<file path="config.mk">
export PLATFORM = sky130hd
export DESIGN_NAME = fast_corner_score_core
export DESIGN_NICKNAME = d
export VERILOG_FILES = /design/src/hw/rtl/fcs_pkg.sv /design/src/hw/rtl/fcs_classify.sv /design/src/hw/rtl/fcs_lane.sv /design/src/hw/rtl/fcs_merge.sv /design/src/hw/rtl/fast_corner_score_core.sv
export SDC_FILE = /design/constraint.sdc
export NUM_CORES = 2
export LEC_CHECK = 0
export ABC_CLOCK_PERIOD_IN_PS = 20500
export BUFFER_PORTS_ARGS = -buffer_cell sky130_fd_sc_hd__buf_2
export CAP_MARGIN = 20
export CORE_MARGIN = 2
export CORE_UTILIZATION = 45
export CTS_BUF_LIST = sky130_fd_sc_hd__clkbuf_4
export DETAILED_ROUTE_END_ITERATION = 16
export PLACE_DENSITY = 0.7
export SETUP_SLACK_MARGIN = 0.05
export SYNTH_ARGS = -nofsm -noshare
export SYNTH_HDL_FRONTEND = slang
export SYNTH_SLANG_ARGS = --single-unit
</file>
<file path="constraint.sdc">
create_clock -name clk_i -period 20.5 [get_ports clk_i]
set_input_delay 2.05 -clock clk_i [delete_from_list [all_inputs] [get_ports clk_i]]
set_output_delay 2.05 -clock clk_i [all_outputs]
set_load 0.01 [all_outputs]
</file>
<file path="src/hw/rtl/fcs_pkg.sv">
`default_nettype none

package fcs_pkg;

  localparam int unsigned RING_SIZE   = 16;
  localparam int unsigned RING_IDX_W  = 4;
  localparam int unsigned PIX_W       = 8;
  localparam int unsigned POS_W       = 12;
  localparam int unsigned DIM_W       = 13;
  localparam int unsigned ARC_W       = 5;
  localparam int unsigned BORDER      = 3;
  localparam int unsigned MAX_DIM_DEF = 4096;

  localparam int unsigned CFG_IDX_W   = 2;
  localparam int unsigned CFG_DATA_W  = 13;

  // merge unit stage enables: select, partial min, final min
  localparam int unsigned MERGE_STAGES = 3;

  localparam logic [PIX_W-1:0] MIN_RESET = 8'hFF;

  localparam logic [PIX_W-1:0] THR_RESET    = 8'd20;
  localparam logic [ARC_W-1:0] ARC_RESET    = 5'd9;
  localparam logic [DIM_W-1:0] WIDTH_RESET  = 13'd640;
  localparam logic [DIM_W-1:0] HEIGHT_RESET = 13'd480;

  typedef enum logic [CFG_IDX_W-1:0] {
    CFG_THRESHOLD = 2'd0,
    CFG_ARC       = 2'd1,
    CFG_WIDTH     = 2'd2,
    CFG_HEIGHT    = 2'd3
  } cfg_idx_e;

  typedef logic [RING_SIZE-1:0][PIX_W-1:0] ring_t;

  typedef struct packed {
    logic [RING_SIZE-1:0] bright;
    logic [RING_SIZE-1:0] dark;
    logic                 in_frame;
  } cls_t;

  typedef struct packed {
    logic                 hit;
    logic [RING_SIZE-1:0] mask;
  } lane_res_t;

  typedef lane_res_t [RING_SIZE-1:0] lane_arr_t;

  // Arc window starting at ring index 0; zero arc counts as one, 16 and up cover the ring.
  function automatic logic [RING_SIZE-1:0] win_base(input logic [ARC_W-1:0] arc);
    logic [ARC_W-1:0]     a;
    logic [RING_SIZE-1:0] m;
    a = (arc == '0) ? ARC_W'(1) : arc;
    for (int i = 0; i < RING_SIZE; i++) begin
      m[i] = (ARC_W'(i) < a);
    end
    return m;
  endfunction

endpackage

`default_nettype wire

</file>
<file path="src/hw/rtl/fcs_classify.sv">
`default_nettype none

module fcs_classify import fcs_pkg::*; #(
  parameter int unsigned MAX_DIM = MAX_DIM_DEF
) (
  input  wire logic              clk_i,
  input  wire logic              en_i,
  input  wire logic [PIX_W-1:0]  center_i,
  input  wire ring_t             ring_i,
  input  wire logic [POS_W-1:0]  pos_x_i,
  input  wire logic [POS_W-1:0]  pos_y_i,
  input  wire logic [PIX_W-1:0]  thr_i,
  input  wire logic [DIM_W-1:0]  width_i,
  input  wire logic [DIM_W-1:0]  height_i,
  output cls_t                   cls_o,
  output ring_t                  diff_o
);

  localparam int unsigned DimNeedW = $clog2(MAX_DIM + 1);
  localparam int unsigned LimW     = (DimNeedW > DIM_W + 1) ? DimNeedW : DIM_W + 1;

  logic [LimW-1:0]  max_dim;
  logic [LimW-1:0]  w_ext, h_ext, lim_w, lim_h, x_far, y_far;
  logic [PIX_W:0]   hi_lim;
  logic [PIX_W:0]   v_thr;
  logic [PIX_W-1:0] v;
  cls_t             cls_d, cls_q;
  ring_t            diff_d, diff_q;

  always_comb begin
    hi_lim = {1'b0, center_i} + {1'b0, thr_i};
    v      = '0;
    v_thr  = '0;
    cls_d  = '0;
    diff_d = '0;
    for (int i = 0; i < RING_SIZE; i++) begin
      v               = ring_i[i];
      v_thr           = {1'b0, v} + {1'b0, thr_i};
      cls_d.bright[i] = ({1'b0, v} > hi_lim);
      cls_d.dark[i]   = (v_thr < {1'b0, center_i});
      diff_d[i]       = (v >= center_i) ? (v - center_i) : (center_i - v);
    end

    // border test: in frame when 3 <= pos and pos + 3 < clamped dimension
    max_dim = LimW'(MAX_DIM);
    w_ext   = LimW'(width_i);
    h_ext   = LimW'(height_i);
    lim_w   = (w_ext > max_dim) ? max_dim : w_ext;
    lim_h   = (h_ext > max_dim) ? max_dim : h_ext;
    x_far   = LimW'(pos_x_i) + LimW'(BORDER);
    y_far   = LimW'(pos_y_i) + LimW'(BORDER);
    cls_d.in_frame = (pos_x_i >= POS_W'(BORDER)) && (pos_y_i >= POS_W'(BORDER))
                     && (x_far < lim_w) && (y_far < lim_h);
  end

  always_ff @(posedge clk_i) begin
    if (en_i) begin
      cls_q  <= cls_d;
      diff_q <= diff_d;
    end
  end

  assign cls_o  = cls_q;
  assign diff_o = diff_q;

endmodule

`default_nettype wire

</file>
<file path="src/hw/rtl/fcs_lane.sv">
`default_nettype none

// One start index of the ring: is the arc window starting here uniform, and which
// ring pixels feed the running minimum if the scan stops at its end.
module fcs_lane import fcs_pkg::*; #(
  parameter int unsigned LANE = 0
) (
  input  wire logic                 clk_i,
  input  wire logic                 en_i,
  input  wire cls_t                 cls_i,
  input  wire logic [RING_SIZE-1:0] win_base_i,
  output lane_res_t                 res_o
);

  logic [RING_SIZE-1:0] win, pre, nn;
  logic                 run;
  lane_res_t            res_d, res_q;

  always_comb begin
    nn  = cls_i.bright | cls_i.dark;
    win = '0;
    for (int i = 0; i < RING_SIZE; i++) begin
      win[RING_IDX_W'(i + LANE)] = win_base_i[i];
    end
    // pixels before the start back to the last neutral one
    run = 1'b1;
    pre = '0;
    for (int j = RING_SIZE - 1; j >= 0; j--) begin
      if (j < LANE) begin
        run    = run & nn[j];
        pre[j] = run;
      end
    end
    res_d.hit  = ((win & ~cls_i.bright) == '0) || ((win & ~cls_i.dark) == '0);
    res_d.mask = win | pre;
  end

  always_ff @(posedge clk_i) begin
    if (en_i) begin
      res_q <= res_d;
    end
  end

  assign res_o = res_q;

endmodule

`default_nettype wire

</file>
<file path="src/hw/rtl/fcs_merge.sv">
`default_nettype none

module fcs_merge import fcs_pkg::*; (
  input  wire logic                    clk_i,
  input  wire logic [MERGE_STAGES-1:0] en_i,
  input  wire lane_arr_t               lanes_i,
  input  wire ring_t                   diff_i,
  input  wire logic                    in_frame_i,
  output logic [PIX_W-1:0]             response_o,
  output logic                         found_o
);

  localparam int unsigned Groups = RING_SIZE / 4;

  function automatic logic [PIX_W-1:0] min2(input logic [PIX_W-1:0] a,
                                            input logic [PIX_W-1:0] b);
    return (a < b) ? a : b;
  endfunction

  // select: earliest start index with a uniform window
  logic [RING_SIZE-1:0] sel_mask_d, sel_mask_q;
  logic                 any_hit;
  logic                 found3_d, found3_q, found4_q, found5_q;
  ring_t                diff3_q;

  always_comb begin
    sel_mask_d = '0;
    any_hit    = 1'b0;
    for (int p = RING_SIZE - 1; p >= 0; p--) begin
      if (lanes_i[p].hit) begin
        sel_mask_d = lanes_i[p].mask;
        any_hit    = 1'b1;
      end
    end
    found3_d = any_hit & in_frame_i;
  end

  always_ff @(posedge clk_i) begin
    if (en_i[0]) begin
      sel_mask_q <= sel_mask_d;
      found3_q   <= found3_d;
      diff3_q    <= diff_i;
    end
  end

  // min tree, two levels per stage
  logic [Groups-1:0][PIX_W-1:0] part_d, part_q;
  logic [PIX_W-1:0]             m0, m1, m2, m3;
  logic [PIX_W-1:0]             resp_d, resp_q;

  always_comb begin
    part_d = '0;
    for (int g = 0; g < Groups; g++) begin
      m0 = sel_mask_q[4*g]     ? diff3_q[4*g]     : MIN_RESET;
      m1 = sel_mask_q[4*g + 1] ? diff3_q[4*g + 1] : MIN_RESET;
      m2 = sel_mask_q[4*g + 2] ? diff3_q[4*g + 2] : MIN_RESET;
      m3 = sel_mask_q[4*g + 3] ? diff3_q[4*g + 3] : MIN_RESET;
      part_d[g] = min2(min2(m0, m1), min2(m2, m3));
    end
  end

  always_ff @(posedge clk_i) begin
    if (en_i[1]) begin
      part_q   <= part_d;
      found4_q <= found3_q;
    end
  end

  always_comb begin
    resp_d = min2(min2(part_q[0], part_q[1]), min2(part_q[2], part_q[3]));
    if (!found4_q) begin
      resp_d = '0;
    end
  end

  always_ff @(posedge clk_i) begin
    if (en_i[2]) begin
      resp_q   <= resp_d;
      found5_q <= found4_q;
    end
  end

  assign response_o = resp_q;
  assign found_o    = found5_q;

endmodule

`default_nettype wire

</file>
<file path="src/hw/rtl/fast_corner_score_core.sv">
`default_nettype none

// FAST segment-test corner response, one candidate pixel per beat. Sixteen lanes, one per
// ring start index, test in parallel whether the arc window from that index is all brighter
// or all darker than the center; the merge unit takes the earliest such lane and forms the
// minimum absolute difference since the last neutral ring pixel. Throughput is one beat per
// clock while the output does not stall; each of the five stages has its own valid bit, so
// stalls on the output only fill bubbles upstream. Registers: 0 intensity threshold, 1 arc
// length, 2 frame width, 3 frame height; write them only while idle.
// Positions within 3 pixels of the frame edge report no corner and a response of 0.
module fast_corner_score_core import fcs_pkg::*; #(
  parameter int unsigned MAX_DIM = MAX_DIM_DEF
) (
  input  wire logic                  clk_i,
  input  wire logic                  rst_ni,
  input  wire logic                  cfg_valid_i,
  output logic                       cfg_ready_o,
  input  wire logic [CFG_IDX_W-1:0]  cfg_index_i,
  input  wire logic [CFG_DATA_W-1:0] cfg_data_i,
  input  wire logic                  in_valid_i,
  output logic                       in_ready_o,
  input  wire logic [PIX_W-1:0]      center_pixel_i,
  input  wire logic [63:0]           ring_first_half_i,
  input  wire logic [63:0]           ring_second_half_i,
  input  wire logic [POS_W-1:0]      pos_x_i,
  input  wire logic [POS_W-1:0]      pos_y_i,
  output logic                       out_valid_o,
  input  wire logic                  out_ready_i,
  output logic [PIX_W-1:0]           corner_response_o,
  output logic                       corner_found_o
);

  localparam int unsigned NumStages = 2 + MERGE_STAGES;

  // configuration
  logic [PIX_W-1:0] thr_q;
  logic [ARC_W-1:0] arc_q;
  logic [DIM_W-1:0] width_q, height_q;

  assign cfg_ready_o = 1'b1;

  always_ff @(posedge clk_i or negedge rst_ni) begin
    if (!rst_ni) begin
      thr_q    <= THR_RESET;
      arc_q    <= ARC_RESET;
      width_q  <= WIDTH_RESET;
      height_q <= HEIGHT_RESET;
    end else if (cfg_valid_i) begin
      case (cfg_idx_e'(cfg_index_i))
        CFG_THRESHOLD: thr_q    <= cfg_data_i[PIX_W-1:0];
        CFG_ARC:       arc_q    <= cfg_data_i[ARC_W-1:0];
        CFG_WIDTH:     width_q  <= cfg_data_i[DIM_W-1:0];
        CFG_HEIGHT:    height_q <= cfg_data_i[DIM_W-1:0];
        default:       ;
      endcase
    end
  end

  // stage valids; a stage loads when it is empty or its successor moves
  logic [NumStages-1:0] vld_d, vld_q, rdy;

  always_comb begin
    rdy[NumStages-1] = !vld_q[NumStages-1] || out_ready_i;
    for (int s = NumStages - 2; s >= 0; s--) begin
      rdy[s] = !vld_q[s] || rdy[s+1];
    end
    vld_d[0] = rdy[0] ? in_valid_i : vld_q[0];
    for (int s = 1; s < NumStages; s++) begin
      vld_d[s] = rdy[s] ? vld_q[s-1] : vld_q[s];
    end
  end

  always_ff @(posedge clk_i or negedge rst_ni) begin
    if (!rst_ni) begin
      vld_q <= '0;
    end else begin
      vld_q <= vld_d;
    end
  end

  assign in_ready_o  = rdy[0];
  assign out_valid_o = vld_q[NumStages-1];

  // stage 1: classify ring pixels, border test
  cls_t  cls1;
  ring_t diff1;

  fcs_classify #(
    .MAX_DIM (MAX_DIM)
  ) u_classify (
    .clk_i    (clk_i),
    .en_i     (rdy[0]),
    .center_i (center_pixel_i),
    .ring_i   (ring_t'({ring_second_half_i, ring_first_half_i})),
    .pos_x_i  (pos_x_i),
    .pos_y_i  (pos_y_i),
    .thr_i    (thr_q),
    .width_i  (width_q),
    .height_i (height_q),
    .cls_o    (cls1),
    .diff_o   (diff1)
  );

  // stage 2: one lane per start index
  logic [RING_SIZE-1:0] win_base_w;
  lane_arr_t            lanes2;
  ring_t                diff2_q;
  logic                 in_frame2_q;

  assign win_base_w = win_base(arc_q);

  for (genvar p = 0; p < RING_SIZE; p++) begin : g_lane
    fcs_lane #(
      .LANE (p)
    ) u_lane (
      .clk_i      (clk_i),
      .en_i       (rdy[1]),
      .cls_i      (cls1),
      .win_base_i (win_base_w),
      .res_o      (lanes2[p])
    );
  end

  always_ff @(posedge clk_i) begin
    if (rdy[1]) begin
      diff2_q     <= diff1;
      in_frame2_q <= cls1.in_frame;
    end
  end

  // stages 3 to 5: pick lane, min tree, output register
  fcs_merge u_merge (
    .clk_i      (clk_i),
    .en_i       (rdy[NumStages-1:2]),
    .lanes_i    (lanes2),
    .diff_i     (diff2_q),
    .in_frame_i (in_frame2_q),
    .response_o (corner_response_o),
    .found_o    (corner_found_o)
  );

  a_no_corner_zero: assert property (@(posedge clk_i) disable iff (!rst_ni)
    out_valid_o && !corner_found_o |-> corner_response_o == '0)
    else $error("response nonzero without a corner");

  a_corner_nonzero: assert property (@(posedge clk_i) disable iff (!rst_ni)
    out_valid_o && corner_found_o |-> corner_response_o != '0)
    else $error("corner with zero response");

  a_stall_from_output: assert property (@(posedge clk_i) disable iff (!rst_ni)
    !in_ready_o |-> out_valid_o && !out_ready_i)
    else $error("input stalled while pipeline has room");

endmodule

`default_nettype wire

</file>
==> metrics.md <==
| Metric | Value |
|---|---|
| Synth area leaders | `edfxtp_1 36%, ha_1 18%, o21ai_0 3.6%` |
| NumNets Final | `6465` |
| Ports | `192` |
| Vias in the first global route | `42300` |
| Post-synthesis compound-gate area fraction | `20.6%` |
| Crit path buf inv count | `3` |
| CTS Sinks | `673` |
| Largest area contributor in the netlist | `edfxtp_1` |
| First-pass GRT wire length | `252 mm` |
| Clock power frac | `15.6%` |
| Most common cell after layout, fill and taps aside | `ha_1` |
| Post-synth EDFFs | `629` |
| Hold Crit Class | `reg2reg` |
| Max-cap viol count | `0` |
| Num CTS Buffers | `177` |
| Final slew viol count | `0` |
| Switch Pwr | `3290 µW` |
| Simple-Gate Fraction of Synth Area | `11.2%` |
| XOR/XNOR Fraction of Synth Area | `3.60%` |
| Post-CTS Hold Fix Bufs | `0` |
| WL final | `166 mm` |
| Die Area | `0.120 mm²` |
| Gate power share | `52.3%` |
| FFs w/ async S/R, synth | `6.54%` |
| Worst-path cell chain | `buf_2 -> nor2b_1 -> nand4_1 -> inv_1 -> nand2_4 -> buf_2` |
| Critical Path AT | `3.66 ns` |
| Post-route ant nets | `0` |
| Largest net degree at the start of global routing | `138` |
| GP Congestion | `0.957` |
| Most used flip-flop cell after synthesis | `edfxtp_1` |
| Critical Path Slowest Stage Cell | `nor2b_1` |
| Post-Route Skew | `0.0780 ns` |
| Layout cells sized above 1 | `13.2%` |
| CP Max Fanout | `27` |
| Initial DRC Count | `5103` |
| Pint | `4170 µW` |
| H-tree levels | `4` |
| Final period utilization | `27.8%` |
| Cts repair resizes | `0` |
| Area Overhead vs Synth | `9.78%` |
| Maximum vdd drop | `0.0791 mV` |
| DR pass1 iterations | `9` |
| Global route total overflow | `0` |
| Mux share of post-synthesis cell area | `2.92%` |
| Worst setup SP type | `primary input` |
| Yosys synthesis warning count | `0` |
| Routed wire per std cell | `23.2 µm` |
| Setup Fix Bufs, Post-CTS | `0` |
| Routed vias | `43800` |
| Post-synth cell types | `92` |
| Die width | `346 µm` |
| Worst-Skew Late Latency | `1.10 ns` |
| Measured slew at the worst slew-check pin | `1.18 ns` |
| Initial antenna violation count | `29` |
| Final setup fails | `0` |
| CP required | `18.45 ns` |
| CTS Root Cell | `clkbuf_4` |
| Synth top area share | `35.8%` |
| Vias per cell | `6.12` |
| Gr usage total | `27.3%` |
| Final Hold Fails | `0` |
| Initial cell density of the core | `45.4%` |
| DRC | `0` |
| Final worst slack | `14.79 ns` |
| Sw frac | `44.1%` |
| P_leak | `0.0247 µW` |
| Cell mode on critical path | `buf_2` |
| Core box area | `0.116 mm²` |
| Reg power frac | `32.0%` |
| Synthesized area per cell | `10.1 µm²` |
| Worst Setup End Kind | `primary output` |
| HPWL Detailed | `118 mm` |
| RSZ-0062 raised after global routing | `false` |
| Cell Area, Synth | `0.0527 mm²` |
| Crit-path max cell delay | `0.40 ns` |
| Setup Slack @ Placement | `14.40 ns` |
| Main combinational cell family by area after synthesis | `compound AO/OA/AOI/OAI gates` |
| Reg clk slew, reported paths | `0.06 ns` |
| Maximum root-to-sink buffer count | `3` |
| Setup TNS | `0 ns` |
| Pwr dens | `129 mW/mm²` |
| Synth Instances | `5227` |
| Port buffer count | `190` |
| Post-layout min period | `5.71 ns` |
| Die Y | `346 µm` |
| Crit Path Class | `in2out` |
| FP Rows | `125` |
| Outcome | `completed` |
| Max Fclk | `175 MHz` |
| Adder-cell share of the synthesized area | `19.5%` |
| Post-synthesis sequential area ratio | `37.9%` |
| CTS tree | `built` |
| Slew headroom | `20.4%` |
| Synth Register Bits | `673` |
| Crit-path leading delay family | `simple AND/OR/NAND/NOR gates` |
| Commonest non-fill, non-tap cells in the layout | `745 x ha_1, 629 x edfxtp_1, 383 x o21ai_0` |
worst paths after layout:
| check | start | endpoint | slack [ns] | cells past startpoint |
|---|---|---|---|---|
| max | out_ready_i | in_ready_o | 14.79 | 6 |
| min | diff2_q[126] | u_merge.diff3_q[126] | 0.35 | 0 |
| max reg2reg | u_merge.sel_mask_q[14] | u_merge.part_q[31] | 15.30 | 15 |
| min reg2reg | diff2_q[126] | u_merge.diff3_q[126] | 0.35 | 0 |
| max in group asynchronous | rst_ni | thr_q[1] | 18.85 | 2 |
| min in group asynchronous | rst_ni | width_q[8] | 1.14 | 2 |
power groups by stage:
stage               clock (µW)  combinational [µW]  sequential [µW]
finish                    1160                3900             2390
global route              1270                4280             2430
CTS                       1200                3810             2390
detailed placement           0                3790             2410
global placement             0                3700             2400
floorplan                    0                2670             2310
sequential cells by signal (all words and copies together) (netlist names), 5 cells and up:
| signal | cells |
|---|---|
| u_merge.response_o | 8 |
| u_merge.diff3_q | 128 |
| height_q | 13 |
| u_merge.sel_mask_q | 16 |
| u_classify.diff_o | 128 |
| vld_q | 5 |
| thr_q | 8 |
| width_q | 13 |
| diff2_q | 128 |
| u_merge.part_q | 32 |
| u_classify.cls_o | 33 |
| g_lane.u_lane.res_o | 152 |
| arc_q | 5 |
cell type report:
cell class,instances,area (µm²)
Fill cell,10500,58300
Multi-Input combinational cell,3979,30600
Sequential cell,673,20000
Tap cell,1524,1910
Clock buffer,251,1880
Timing Repair Buffer,283,1660
Inverter,377,1420
Clock inverter,61,345
Antenna cell,14,35.0
cell usage after synthesis, types with 16 or more instances:
cell / count
a211oi_1: 24
clkbuf_1: 163
nor3_1: 60
o21a_1: 85
o31ai_1: 48
buf_2: 17
fa_1: 49
o21bai_1: 57
nand2_1: 307
dfrtp_1: 34
o221ai_1: 43
o21ai_0: 383
nor4_1: 20
buf_1: 16
xor2_1: 46
a31oi_1: 72
inv_1: 372
a21oi_1: 360
ha_1: 745
and3_1: 36
nor2b_1: 177
or2_2: 20
a21o_1: 161
o311a_1: 27
nand2b_1: 121
nor2_1: 232
xnor2_1: 171
o22ai_1: 114
and2_1: 16
mux2_2: 59
a221oi_1: 39
o21ai_1: 21
nand4_1: 57
mux2i_1: 86
edfxtp_1: 629
o211ai_1: 45
o311ai_0: 21
nand3_1: 52
layer usage:
| layer | vias to the layer above | wire, µm | part of all wire [%] | global-route usage (%) |
|---|---|---|---|---|
| met5 | - | 98 | 0.059 | 0.0400 |
| met4 | 16 | 7170 | 4.3 | 12.4 |
| met3 | 527 | 16400 | 9.9 | 5.86 |
| met2 | 2330 | 71500 | 43 | 41.2 |
| met1 | 20700 | 70800 | 43 | 37.4 |
| li1 | 20200 | - | - | - |
metrics by stage:
step                hold slack (ns)  cell area, µm²  utilization, %  power (µW)  instances
finish                        0.350           57900            49.8        7460       7162
global route                  0.360           57900            49.8        7980       7156
CTS                           0.352           57900            49.8        7390       7147
detailed placement            0.405           55600            47.9        6200       6835
global placement              0.400           55600            47.9        6100       6834
floorplan                     0.400           52700               -        4980       5228
cells by family after synthesis:
group	count (synthesis)
AO/OA/AOI/OAI	1657
XOR/XNOR	217
adder cells (fa/ha/maj)	794
buffers and inverters	576
flip-flops	673
multiplexers	146
other	1
AND/OR/NAND/NOR	1163
worst reg2reg max path, cell delays in order (launching register included):
cell      delay, ns
edfxtp_1       0.59
nand2b_1       0.15
ha_1           0.33
nand4_1        0.10
a31oi_1        0.15
o21ai_0        0.13
a31oi_1        0.80
nor2_1         0.20
o21ai_0        0.90
ha_1           0.33
o21ai_0        0.10
nand2b_1       0.07
a21oi_1        0.08
nor2_1         0.48
a21oi_2        0.19
o21ai_0        0.36
(Power assumes the default switching activity.)
